<file path="config.mk">
export PLATFORM = sky130hd
export DESIGN_NAME = wheel_angle_velocity_tracker_top
export DESIGN_NICKNAME = d
export VERILOG_FILES = /design/src/sv/wavt_pkg.sv /design/src/sv/wavt_div.sv /design/src/sv/wavt_dp.sv /design/src/sv/wavt_ctrl.sv /design/src/sv/wheel_angle_velocity_tracker_top.sv
export SDC_FILE = /design/constraint.sdc
export NUM_CORES = 2
export LEC_CHECK = 0
export BUFFER_PORTS_ARGS = -buffer_cell sky130_fd_sc_hd__buf_2
export CORE_MARGIN = 3
export CORE_UTILIZATION = 64
export DETAILED_ROUTE_END_ITERATION = 10
export PLACE_DENSITY = 0.81
export SLEW_MARGIN = 20
export SYNTH_ARGS = -nofsm -noshare
export SYNTH_HDL_FRONTEND = slang
export SYNTH_SLANG_ARGS = --single-unit
</file>
<file path="constraint.sdc">
create_clock -name clk -period 15.2 [get_ports clk]
set_input_delay 2.28 -clock clk [delete_from_list [all_inputs] [get_ports clk]]
set_output_delay 2.28 -clock clk [all_outputs]
set_load 0.02 [all_outputs]
</file>
<file path="src/sv/wavt_pkg.sv">
// Shared types and constants for the wheel angle / velocity tracker.
// No dependencies; used by every design module of the block.
package wavt_pkg;

	// divider geometry: dividend is the velocity numerator magnitude (< 2^52)
	localparam int DIV_W   = 53;
	localparam int DEN_W   = 33;
	localparam int CNT_W   = 6;
	localparam int ANG_NUM_W = 36;          // (raw-min)*range*256
	localparam logic [CNT_W-1:0] ANG_STEPS = CNT_W'(ANG_NUM_W);
	localparam logic [CNT_W-1:0] VEL_STEPS = CNT_W'(DIV_W);

	localparam logic [11:0] DEF_RANGE_DEG = 12'd1080;
	localparam logic signed [20:0] US_PER_S = 21'sd1000000;
	localparam logic [31:0] VEL_MAX = 32'h7FFF_FFFF;

	// config register indexes
	localparam logic [1:0] REG_AXIS_MIN  = 2'd0;
	localparam logic [1:0] REG_AXIS_MAX  = 2'd1;
	localparam logic [1:0] REG_RANGE_DEG = 2'd2;
	localparam logic [1:0] REG_TAU_US    = 2'd3;

	// controller -> datapath
	typedef struct packed {
		logic load_in;    // capture input transfer
		logic ang_mul;    // clamp and multiply by range
		logic div_start;  // start shared divider
		logic div_vel;    // divider operand select: 1 = velocity
		logic ang_fin;    // offset quotient into signed angle
		logic vel_mul;    // v*tau and delta*1e6
		logic vel_sum;    // numerator sum
		logic vel_fin;    // saturate and store velocity
		logic commit;     // update history, load output register
	} cmd_t;

	// datapath -> controller
	typedef struct packed {
		logic div_done;
		logic upd_vel;    // previous sample seen and dt nonzero
	} sts_t;

endpackage

</file>
<file path="src/sv/wavt_div.sv">
// Restoring radix-2 divider, one quotient bit per cycle, unsigned.
// Depends on wavt_pkg for widths.
module wavt_div (
	input  logic                          clk,
	input  logic                          arst_n,
	input  logic                          start,
	input  logic [wavt_pkg::DIV_W-1:0]    dividend,
	input  logic [wavt_pkg::DEN_W-1:0]    divisor,
	input  logic [wavt_pkg::CNT_W-1:0]    nbits,
	output logic                          done,
	output logic [wavt_pkg::DIV_W-1:0]    quotient
);

	logic [wavt_pkg::DIV_W-1:0] dvd_q;
	logic [wavt_pkg::DIV_W-1:0] quo_q;
	logic [wavt_pkg::DEN_W-1:0] rem_q;
	logic [wavt_pkg::DEN_W-1:0] den_q;
	logic [wavt_pkg::CNT_W-1:0] cnt_q;
	logic                       busy_q;
	logic                       done_q;
	logic [wavt_pkg::DEN_W:0]   trial;
	logic [wavt_pkg::DEN_W:0]   diff;
	logic                       fits;

	assign trial = {rem_q, dvd_q[wavt_pkg::DIV_W-1]};
	assign diff  = trial - {1'b0, den_q};
	assign fits  = (trial >= {1'b0, den_q});

	always_ff @(posedge clk or negedge arst_n) begin
		if (!arst_n) begin
			busy_q <= 1'b0;
			done_q <= 1'b0;
			cnt_q  <= '0;
		end else begin
			done_q <= 1'b0;
			if (start) begin
				busy_q <= 1'b1;
				cnt_q  <= nbits;
			end else if (busy_q) begin
				cnt_q <= cnt_q - wavt_pkg::CNT_W'(1);
				if (cnt_q == wavt_pkg::CNT_W'(1)) begin
					busy_q <= 1'b0;
					done_q <= 1'b1;
				end
			end
		end
	end

	always_ff @(posedge clk) begin
		if (start) begin
			dvd_q <= dividend;
			den_q <= divisor;
			rem_q <= '0;
			quo_q <= '0;
		end else if (busy_q) begin
			dvd_q <= {dvd_q[wavt_pkg::DIV_W-2:0], 1'b0};
			rem_q <= fits ? diff[wavt_pkg::DEN_W-1:0] : trial[wavt_pkg::DEN_W-1:0];
			quo_q <= {quo_q[wavt_pkg::DIV_W-2:0], fits};
		end
	end

	assign done     = done_q;
	assign quotient = quo_q;

endmodule

</file>
<file path="src/sv/wavt_dp.sv">
// Datapath: config registers, tracking state, multipliers and the shared divider.
// Depends on wavt_pkg and wavt_div.
module wavt_dp (
	input  logic                clk,
	input  logic                arst_n,
	input  wavt_pkg::cmd_t      cmd,
	output wavt_pkg::sts_t      sts,
	input  logic                cfg_we,
	input  logic [1:0]          cfg_idx,
	input  logic [19:0]         cfg_wdata,
	input  logic [15:0]         raw_position,
	input  logic [31:0]         sample_time_us,
	output logic [19:0]         angle_q8,
	output logic [31:0]         velocity_q8
);

	// config
	logic [15:0] amin_q, amax_q;
	logic [11:0] range_q;
	logic [19:0] tau_q;

	// history
	logic signed [19:0] last_angle_q;
	logic signed [31:0] vel_q;
	logic [31:0]        last_time_q;
	logic               have_prev_q;

	// working
	logic [15:0]        raw_q;
	logic [31:0]        time_q;
	logic [27:0]        ang_prod_q;
	logic [11:0]        rng_eff_q;
	logic               span_bad_q;
	logic [15:0]        span_q;
	logic signed [19:0] angle_q;
	logic signed [52:0] mv_q;
	logic signed [41:0] md_q;
	logic signed [52:0] num_q;
	logic               neg_q;
	logic [19:0]        out_angle_q;
	logic [31:0]        out_vel_q;

	logic [11:0]               rng_eff;
	logic [15:0]               clamped;
	logic [15:0]               offset;
	logic signed [20:0]        delta;
	logic [20:0]               ang_diff;
	logic [52:0]               mag;
	logic [wavt_pkg::DEN_W-1:0] den;
	logic [wavt_pkg::DIV_W-1:0] div_dvd;
	logic [wavt_pkg::DEN_W-1:0] div_den;
	logic [wavt_pkg::CNT_W-1:0] div_n;
	logic                       div_done;
	logic [wavt_pkg::DIV_W-1:0] quo;
	logic [31:0]                sat;

	always_ff @(posedge clk or negedge arst_n) begin
		if (!arst_n) begin
			amin_q  <= 16'd0;
			amax_q  <= 16'hFFFF;
			range_q <= wavt_pkg::DEF_RANGE_DEG;
			tau_q   <= 20'd20000;
		end else if (cfg_we) begin
			case (cfg_idx)
				wavt_pkg::REG_AXIS_MIN:  amin_q  <= cfg_wdata[15:0];
				wavt_pkg::REG_AXIS_MAX:  amax_q  <= cfg_wdata[15:0];
				wavt_pkg::REG_RANGE_DEG: range_q <= cfg_wdata[11:0];
				wavt_pkg::REG_TAU_US:    tau_q   <= cfg_wdata;
				default: ;
			endcase
		end
	end

	// angle front end
	assign rng_eff = (range_q == 12'd0) ? wavt_pkg::DEF_RANGE_DEG : range_q;
	always_comb begin
		clamped = raw_q;
		if (raw_q < amin_q)
			clamped = amin_q;
		if (raw_q > amax_q)
			clamped = amax_q;
	end
	assign offset = clamped - amin_q;

	assign ang_diff = {1'b0, quo[19:0]} - {2'b00, rng_eff_q, 7'd0};
	assign delta    = 21'(angle_q) - 21'(last_angle_q);

	// velocity divider operands
	assign mag = num_q[52] ? 53'(-num_q) : 53'(num_q);
	assign den = {1'b0, time_q - last_time_q} + {13'd0, tau_q};

	assign div_dvd = cmd.div_vel ? mag : {ang_prod_q, 8'd0, 17'd0};
	assign div_den = cmd.div_vel ? den : {17'd0, span_q};
	assign div_n   = cmd.div_vel ? wavt_pkg::VEL_STEPS : wavt_pkg::ANG_STEPS;

	wavt_div u_div (
		.clk      (clk),
		.arst_n   (arst_n),
		.start    (cmd.div_start),
		.dividend (div_dvd),
		.divisor  (div_den),
		.nbits    (div_n),
		.done     (div_done),
		.quotient (quo)
	);

	assign sat = (|quo[52:31]) ? wavt_pkg::VEL_MAX : {1'b0, quo[30:0]};

	always_ff @(posedge clk) begin
		if (cmd.load_in) begin
			raw_q  <= raw_position;
			time_q <= sample_time_us;
		end
		if (cmd.ang_mul) begin
			ang_prod_q <= 28'(offset) * 28'(rng_eff);
			rng_eff_q  <= rng_eff;
			span_q     <= amax_q - amin_q;
			span_bad_q <= (amax_q <= amin_q);
		end
		if (cmd.ang_fin)
			angle_q <= span_bad_q ? 20'sd0 : $signed(ang_diff[19:0]);
		if (cmd.vel_mul) begin
			mv_q <= 53'(vel_q) * 53'($signed({1'b0, tau_q}));
			md_q <= 42'(delta) * 42'(wavt_pkg::US_PER_S);
		end
		if (cmd.vel_sum)
			num_q <= mv_q + 53'(md_q);
		if (cmd.div_start)
			neg_q <= num_q[52];
		if (cmd.commit) begin
			out_angle_q <= angle_q;
			out_vel_q   <= vel_q;
		end
	end

	always_ff @(posedge clk or negedge arst_n) begin
		if (!arst_n) begin
			last_angle_q <= '0;
			vel_q        <= '0;
			last_time_q  <= '0;
			have_prev_q  <= 1'b0;
		end else begin
			if (cmd.vel_fin)
				vel_q <= neg_q ? $signed(-sat) : $signed(sat);
			if (cmd.commit) begin
				last_angle_q <= angle_q;
				last_time_q  <= time_q;
				have_prev_q  <= 1'b1;
			end
		end
	end

	assign sts.div_done = div_done;
	assign sts.upd_vel  = have_prev_q && (time_q != last_time_q);

	assign angle_q8    = out_angle_q;
	assign velocity_q8 = out_vel_q;

endmodule

</file>
<file path="src/sv/wavt_ctrl.sv">
// Sequencing FSM: steps one sample through the angle phase and, when velocity updates, the velocity phase.
// Depends on wavt_pkg for the command/status structs.
module wavt_ctrl (
	input  logic           clk,
	input  logic           arst_n,
	input  logic           in_valid,
	output logic           in_ready,
	output logic           out_valid,
	input  logic           out_ready,
	output wavt_pkg::cmd_t cmd,
	input  wavt_pkg::sts_t sts
);

	typedef enum logic [10:0] {
		ST_IDLE      = 11'b000_0000_0001,
		ST_ANG_MUL   = 11'b000_0000_0010,
		ST_ANG_START = 11'b000_0000_0100,
		ST_ANG_WAIT  = 11'b000_0000_1000,
		ST_ANG_FIN   = 11'b000_0001_0000,
		ST_VEL_MUL   = 11'b000_0010_0000,
		ST_VEL_SUM   = 11'b000_0100_0000,
		ST_VEL_START = 11'b000_1000_0000,
		ST_VEL_WAIT  = 11'b001_0000_0000,
		ST_VEL_FIN   = 11'b010_0000_0000,
		ST_DONE      = 11'b100_0000_0000
	} state_t;

	state_t state_q, state_d;
	logic   valid_q;
	logic   out_free;

	assign out_free = !valid_q || out_ready;

	always_comb begin
		state_d = state_q;
		cmd     = '0;
		case (state_q)
			ST_IDLE: begin
				if (in_valid) begin
					cmd.load_in = 1'b1;
					state_d     = ST_ANG_MUL;
				end
			end
			ST_ANG_MUL: begin
				cmd.ang_mul = 1'b1;
				state_d     = ST_ANG_START;
			end
			ST_ANG_START: begin
				cmd.div_start = 1'b1;
				state_d       = ST_ANG_WAIT;
			end
			ST_ANG_WAIT: begin
				if (sts.div_done)
					state_d = ST_ANG_FIN;
			end
			ST_ANG_FIN: begin
				cmd.ang_fin = 1'b1;
				state_d     = sts.upd_vel ? ST_VEL_MUL : ST_DONE;
			end
			ST_VEL_MUL: begin
				cmd.vel_mul = 1'b1;
				state_d     = ST_VEL_SUM;
			end
			ST_VEL_SUM: begin
				cmd.vel_sum = 1'b1;
				state_d     = ST_VEL_START;
			end
			ST_VEL_START: begin
				cmd.div_start = 1'b1;
				cmd.div_vel   = 1'b1;
				state_d       = ST_VEL_WAIT;
			end
			ST_VEL_WAIT: begin
				cmd.div_vel = 1'b1;
				if (sts.div_done)
					state_d = ST_VEL_FIN;
			end
			ST_VEL_FIN: begin
				cmd.div_vel = 1'b1;
				cmd.vel_fin = 1'b1;
				state_d     = ST_DONE;
			end
			ST_DONE: begin
				if (out_free) begin
					cmd.commit = 1'b1;
					state_d    = ST_IDLE;
				end
			end
			default: state_d = ST_IDLE;
		endcase
	end

	always_ff @(posedge clk or negedge arst_n) begin
		if (!arst_n) begin
			state_q <= ST_IDLE;
			valid_q <= 1'b0;
		end else begin
			state_q <= state_d;
			if (cmd.commit)
				valid_q <= 1'b1;
			else if (out_ready)
				valid_q <= 1'b0;
		end
	end

	assign in_ready  = (state_q == ST_IDLE);
	assign out_valid = valid_q;

endmodule

</file>
<file path="src/sv/wheel_angle_velocity_tracker_top.sv">
// Wheel angle and smoothed velocity tracker, top level.
// A result follows the input transfer after two serial divisions (36-bit and 53-bit quotients)
// when velocity updates, and after the angle division alone when it does not (first sample, dt zero).
// One sample in flight at a time; the shared one-bit-per-cycle divider sets the pace.
// Output register holds one result, so the next sample is taken while it waits.
// Reset (arst_n low, async): config back to 0/65535/1080/20000, history cleared.
module wheel_angle_velocity_tracker_top (
	input  logic        clk,
	input  logic        arst_n,
	// sample stream in
	input  logic        s_tvalid,
	output logic        s_tready,
	input  logic [47:0] s_tdata,   // [15:0] raw_position, [47:16] sample_time_us
	// result stream out
	output logic        m_tvalid,
	input  logic        m_tready,
	output logic [55:0] m_tdata,   // [19:0] angle_q8, [51:20] velocity_q8, [55:52] zero
	// config writes, always accepted
	input  logic        cfg_valid,
	output logic        cfg_ready,
	input  logic [1:0]  cfg_index,
	input  logic [19:0] cfg_data
);

	wavt_pkg::cmd_t cmd;
	wavt_pkg::sts_t sts;
	logic [19:0]    angle_q8;
	logic [31:0]    velocity_q8;

	// The user must write config only while idle; the block does not enforce it, so no interlock with the sequencer.
	assign cfg_ready = 1'b1;

	wavt_ctrl u_ctrl (
		.clk       (clk),
		.arst_n    (arst_n),
		.in_valid  (s_tvalid),
		.in_ready  (s_tready),
		.out_valid (m_tvalid),
		.out_ready (m_tready),
		.cmd       (cmd),
		.sts       (sts)
	);

	// Datapath captures s_tdata on load_in, i.e. on the input transfer.
	wavt_dp u_dp (
		.clk            (clk),
		.arst_n         (arst_n),
		.cmd            (cmd),
		.sts            (sts),
		.cfg_we         (cfg_valid),
		.cfg_idx        (cfg_index),
		.cfg_wdata      (cfg_data),
		.raw_position   (s_tdata[15:0]),
		.sample_time_us (s_tdata[47:16]),
		.angle_q8       (angle_q8),
		.velocity_q8    (velocity_q8)
	);

	assign m_tdata = {4'd0, velocity_q8, angle_q8};

endmodule

</file>
==> reports/qor.json <==
{
  "clocking": {
    "worstSkewPairLatency_ps": 670,
    "h-tree-depth": 3,
    "clock_path_buffers": 3,
    "ctsResizeCount": 0,
    "clkSlewWorstSetupHoldPaths_ps": 60,
    "cts-hold-fix-buffers": 0,
    "cts_inserted_buffers": 73,
    "cts.sinks": 661,
    "total_setup_buffers_inserted_after_cts": 0,
    "root_buffer_cell": "sky130_fd_sc_hd__clkbuf_16",
    "clock_tree_from_tritoncts": "yes"
  },
  "worst_setup_path": {
    "rr_startpoint": "u_dp.amin_q[1]",
    "timing.setup.critical_path_class": "flop to flop",
    "timing.critical_path.arrival_ps": 10910,
    "critical_path.slowest_cell": "sky130_fd_sc_hd__fa_1",
    "worstSetupStartpointType": "flop",
    "critPathMaxFanout": 12,
    "timing.reg2reg.setup_slack_ps": 4670,
    "critPathLaunch": "u_dp.amin_q[1]",
    "worst_path_largest_cell_delay_ps": 540,
    "cp-end-kind": "flop",
    "timing.critical_path.required_ps": 15580
  },
  "yosys": {
    "synth.yosys.seq_area_share_pct": 26.2,
    "synth_area_per_cell_um2": 9.68,
    "number_of_enable_type_register_cells_in_the_synthesized_netlist": 406,
    "post-synth-top-count-cell": "sky130_fd_sc_hd__inv_1",
    "synth.ff_latch_count": 661,
    "synthDistinctLibCells": 87,
    "post_synth_instance_area_mm2": 0.0695,
    "synth_area_leader_cell": "sky130_fd_sc_hd__fa_1",
    "yosys-top-cells-area": "sky130_fd_sc_hd__fa_1 25%, sky130_fd_sc_hd__edfxtp_1 18%, sky130_fd_sc_hd__ha_1 10%",
    "netlist.area_leader.share_pct": 25.3,
    "netlist_top_cells_count": "1162 x sky130_fd_sc_hd__inv_1, 878 x sky130_fd_sc_hd__fa_1, 814 x sky130_fd_sc_hd__nand2_1, 580 x sky130_fd_sc_hd__ha_1, 406 x sky130_fd_sc_hd__edfxtp_1",
    "post_synth_inst_count": 7172,
    "synth_warnings": 0,
    "yosys_most_used_dff": "sky130_fd_sc_hd__edfxtp_1",
    "postSynth.asyncResetShare_pct": 25.6
  },
  "route": {
    "detailedRoute.firstIterationViolations": 4034,
    "drt_pass1_iterations": 6,
    "routed_wirelength_mm": 174,
    "drt-vias-per-instance": 5.95,
    "route.vias.total": 51253,
    "routedWlPerCell_um": 20.2,
    "ant_nets": 0,
    "drt_drc_violations_left": 0
  },
  "status": {
    "outcome": "finished clean"
  },
  "flow_run": {
    "max_cap_violations": 0
  },
  "placement": {
    "dp_hpwl_mm": 133,
    "dp_worst_setup_slack_ps": 4730,
    "place_inst": 8481,
    "io_buffer_count": 128,
    "routabilityCongestion": 0.931
  },
  "timing": {
    "clock.fmax_ghz": 0.0950,
    "whs_ps": 421,
    "layout_min_cycle_time_ps": 10530,
    "max_slew.worst_pin.slew_ps": 1140,
    "finalHoldViolCount": 0,
    "setup_tns_ps": 0,
    "rsz0062_at_grt": "false",
    "slew_viol_final": 0,
    "layout_setup_ws_ps": 4670,
    "max-slew-margin-rel_pct": 22.8,
    "number_of_endpoints_failing_setup_at_the_final_stage": 0,
    "fin_crit_sh_pct": 69.2,
    "finClkSkew_ps": 38.9
  },
  "die": {
    "coreArea_mm2": 0.107,
    "die_x_extent_um": 335,
    "overall_die_area_mm2": 0.113,
    "dieHeight_um": 335,
    "initial_core_util_pct": 64.7,
    "ios": 134,
    "rows": 120
  },
  "global_route": {
    "aggregate_global_route_resource_usage_pct": 31.7,
    "pin_count_of_the_biggest_net_entering_global_routing": 87,
    "via_count_of_the_first_global_routing_pass": 52600,
    "gr_ovfl_total": 0,
    "first_pass_grt_wire_length_mm": 281,
    "initial_antenna_violation_count": 8
  },
  "finish": {
    "final_layout_size_suffix_gt1_share_pct": 6.28,
    "fillers": 8076,
    "area_delta_synth_final_pct": 6.26,
    "stdcell_count": 8621,
    "finish.net_count": 8686
  },
  "worst_hold_path": {
    "min_path_type": "flop to flop",
    "hp-start": "u_dp.mv_q[5]"
  }
}
-- cells in the final DEF (no fill, tap or decap), types with 127 or more instances in the layout --
cell type,n
sky130_fd_sc_hd__xnor2_1,209
sky130_fd_sc_hd__o21ai_0,359
sky130_fd_sc_hd__nand2_1,813
sky130_fd_sc_hd__ha_1,580
sky130_fd_sc_hd__inv_1,1162
sky130_fd_sc_hd__and2_1,359
sky130_fd_sc_hd__edfxtp_1,406
sky130_fd_sc_hd__dfrtp_1,141
sky130_fd_sc_hd__nor2_1,326
sky130_fd_sc_hd__a21oi_1,279
sky130_fd_sc_hd__a21o_1,151
sky130_fd_sc_hd__fa_1,878
sky130_fd_sc_hd__buf_2,127
-- critical path: cells and delay by family, from the launching register on --
kind / cells / cell delay [ps]
simple gates: 6 / 1190
xor+xnor: 1 / 80
fa+ha+maj: 9 / 3440
flops: 1 / 450
buf+inv: 5 / 620
mux: 1 / 210
compound gates: 21 / 4270
-- path summary, 6_finish.rpt --
kind	end	depth (start not counted)
min in group asynchronous	u_dp.last_angle_q[7]	1
worst min-delay path	u_dp.num_q[5]	0
worst max-delay path	u_dp.ang_prod_q[27]	43
worst max register to register	u_dp.ang_prod_q[27]	43
worst min register to register	u_dp.num_q[5]	0
max in group asynchronous	u_dp.tau_q[12]	2
-- sequential cells by signal, indices dropped and copies added (netlist names), 28 cells and up --
register / flops
u_dp.velocity_q8: 32
u_dp.mv_q: 53
u_dp.ang_prod_q: 28
u_dp.u_div.quotient: 53
u_dp.num_q: 53
u_dp.u_div.den_q: 33
u_dp.u_div.dvd_q: 53
u_dp.time_q: 32
u_dp.vel_q: 32
u_dp.u_div.rem_q: 33
u_dp.last_time_q: 32
u_dp.md_q: 36
-- stage by stage --
stage	area [um2]	util, %
5_1_grt	73800	68.7
4_1_cts	73800	68.7
3_3_place_gp	71400	66.5
3_5_place_dp	71400	66.5
2_1_floorplan	69500	-
6_report	73800	68.7
-- metal layers --
metal	wire [um]	GRT usage, %	up-vias
met3	14100	5.86	427
met1	69400	41.9	25604
met2	81600	51.2	1926
met4	8840	14.4	2
met5	13	0	-
li1	-	-	23294
-- kinds of logic (layout without fill, tap and decap cells) --
kind of cell	Yosys count	in the layout	share of synthesized area, %
and+or+nand+nor	1979	1979	13.7
buffers and inverters	1462	1500	7.93
adders and majority gates	1458	1458	35.8
AOI/OAI and AO/OA	1151	1151	10.3
DFF	661	661	26.2
xor gates and xnor gates	321	321	4.05
muxes	138	138	2.09
other	2	10	0.0108
-- area by class of cell --
cell class | instances | area [um2] | area share, %
clock buffer | 96 | 2010 | 2.72
sequential | 661 | 18200 | 24.6
timing repair buffer | 201 | 1200 | 1.62
inverter | 1164 | 4370 | 5.92
antenna | 5 | 12.5 | 0.0170
tap | 1403 | 1760 | 2.38
clock inverter | 39 | 429 | 0.581
multi-input combinational | 5052 | 45900 | 62.1
Power is not shown: default switching activity piles up to over one toggle a cycle in this logic, so the estimate is an artifact.
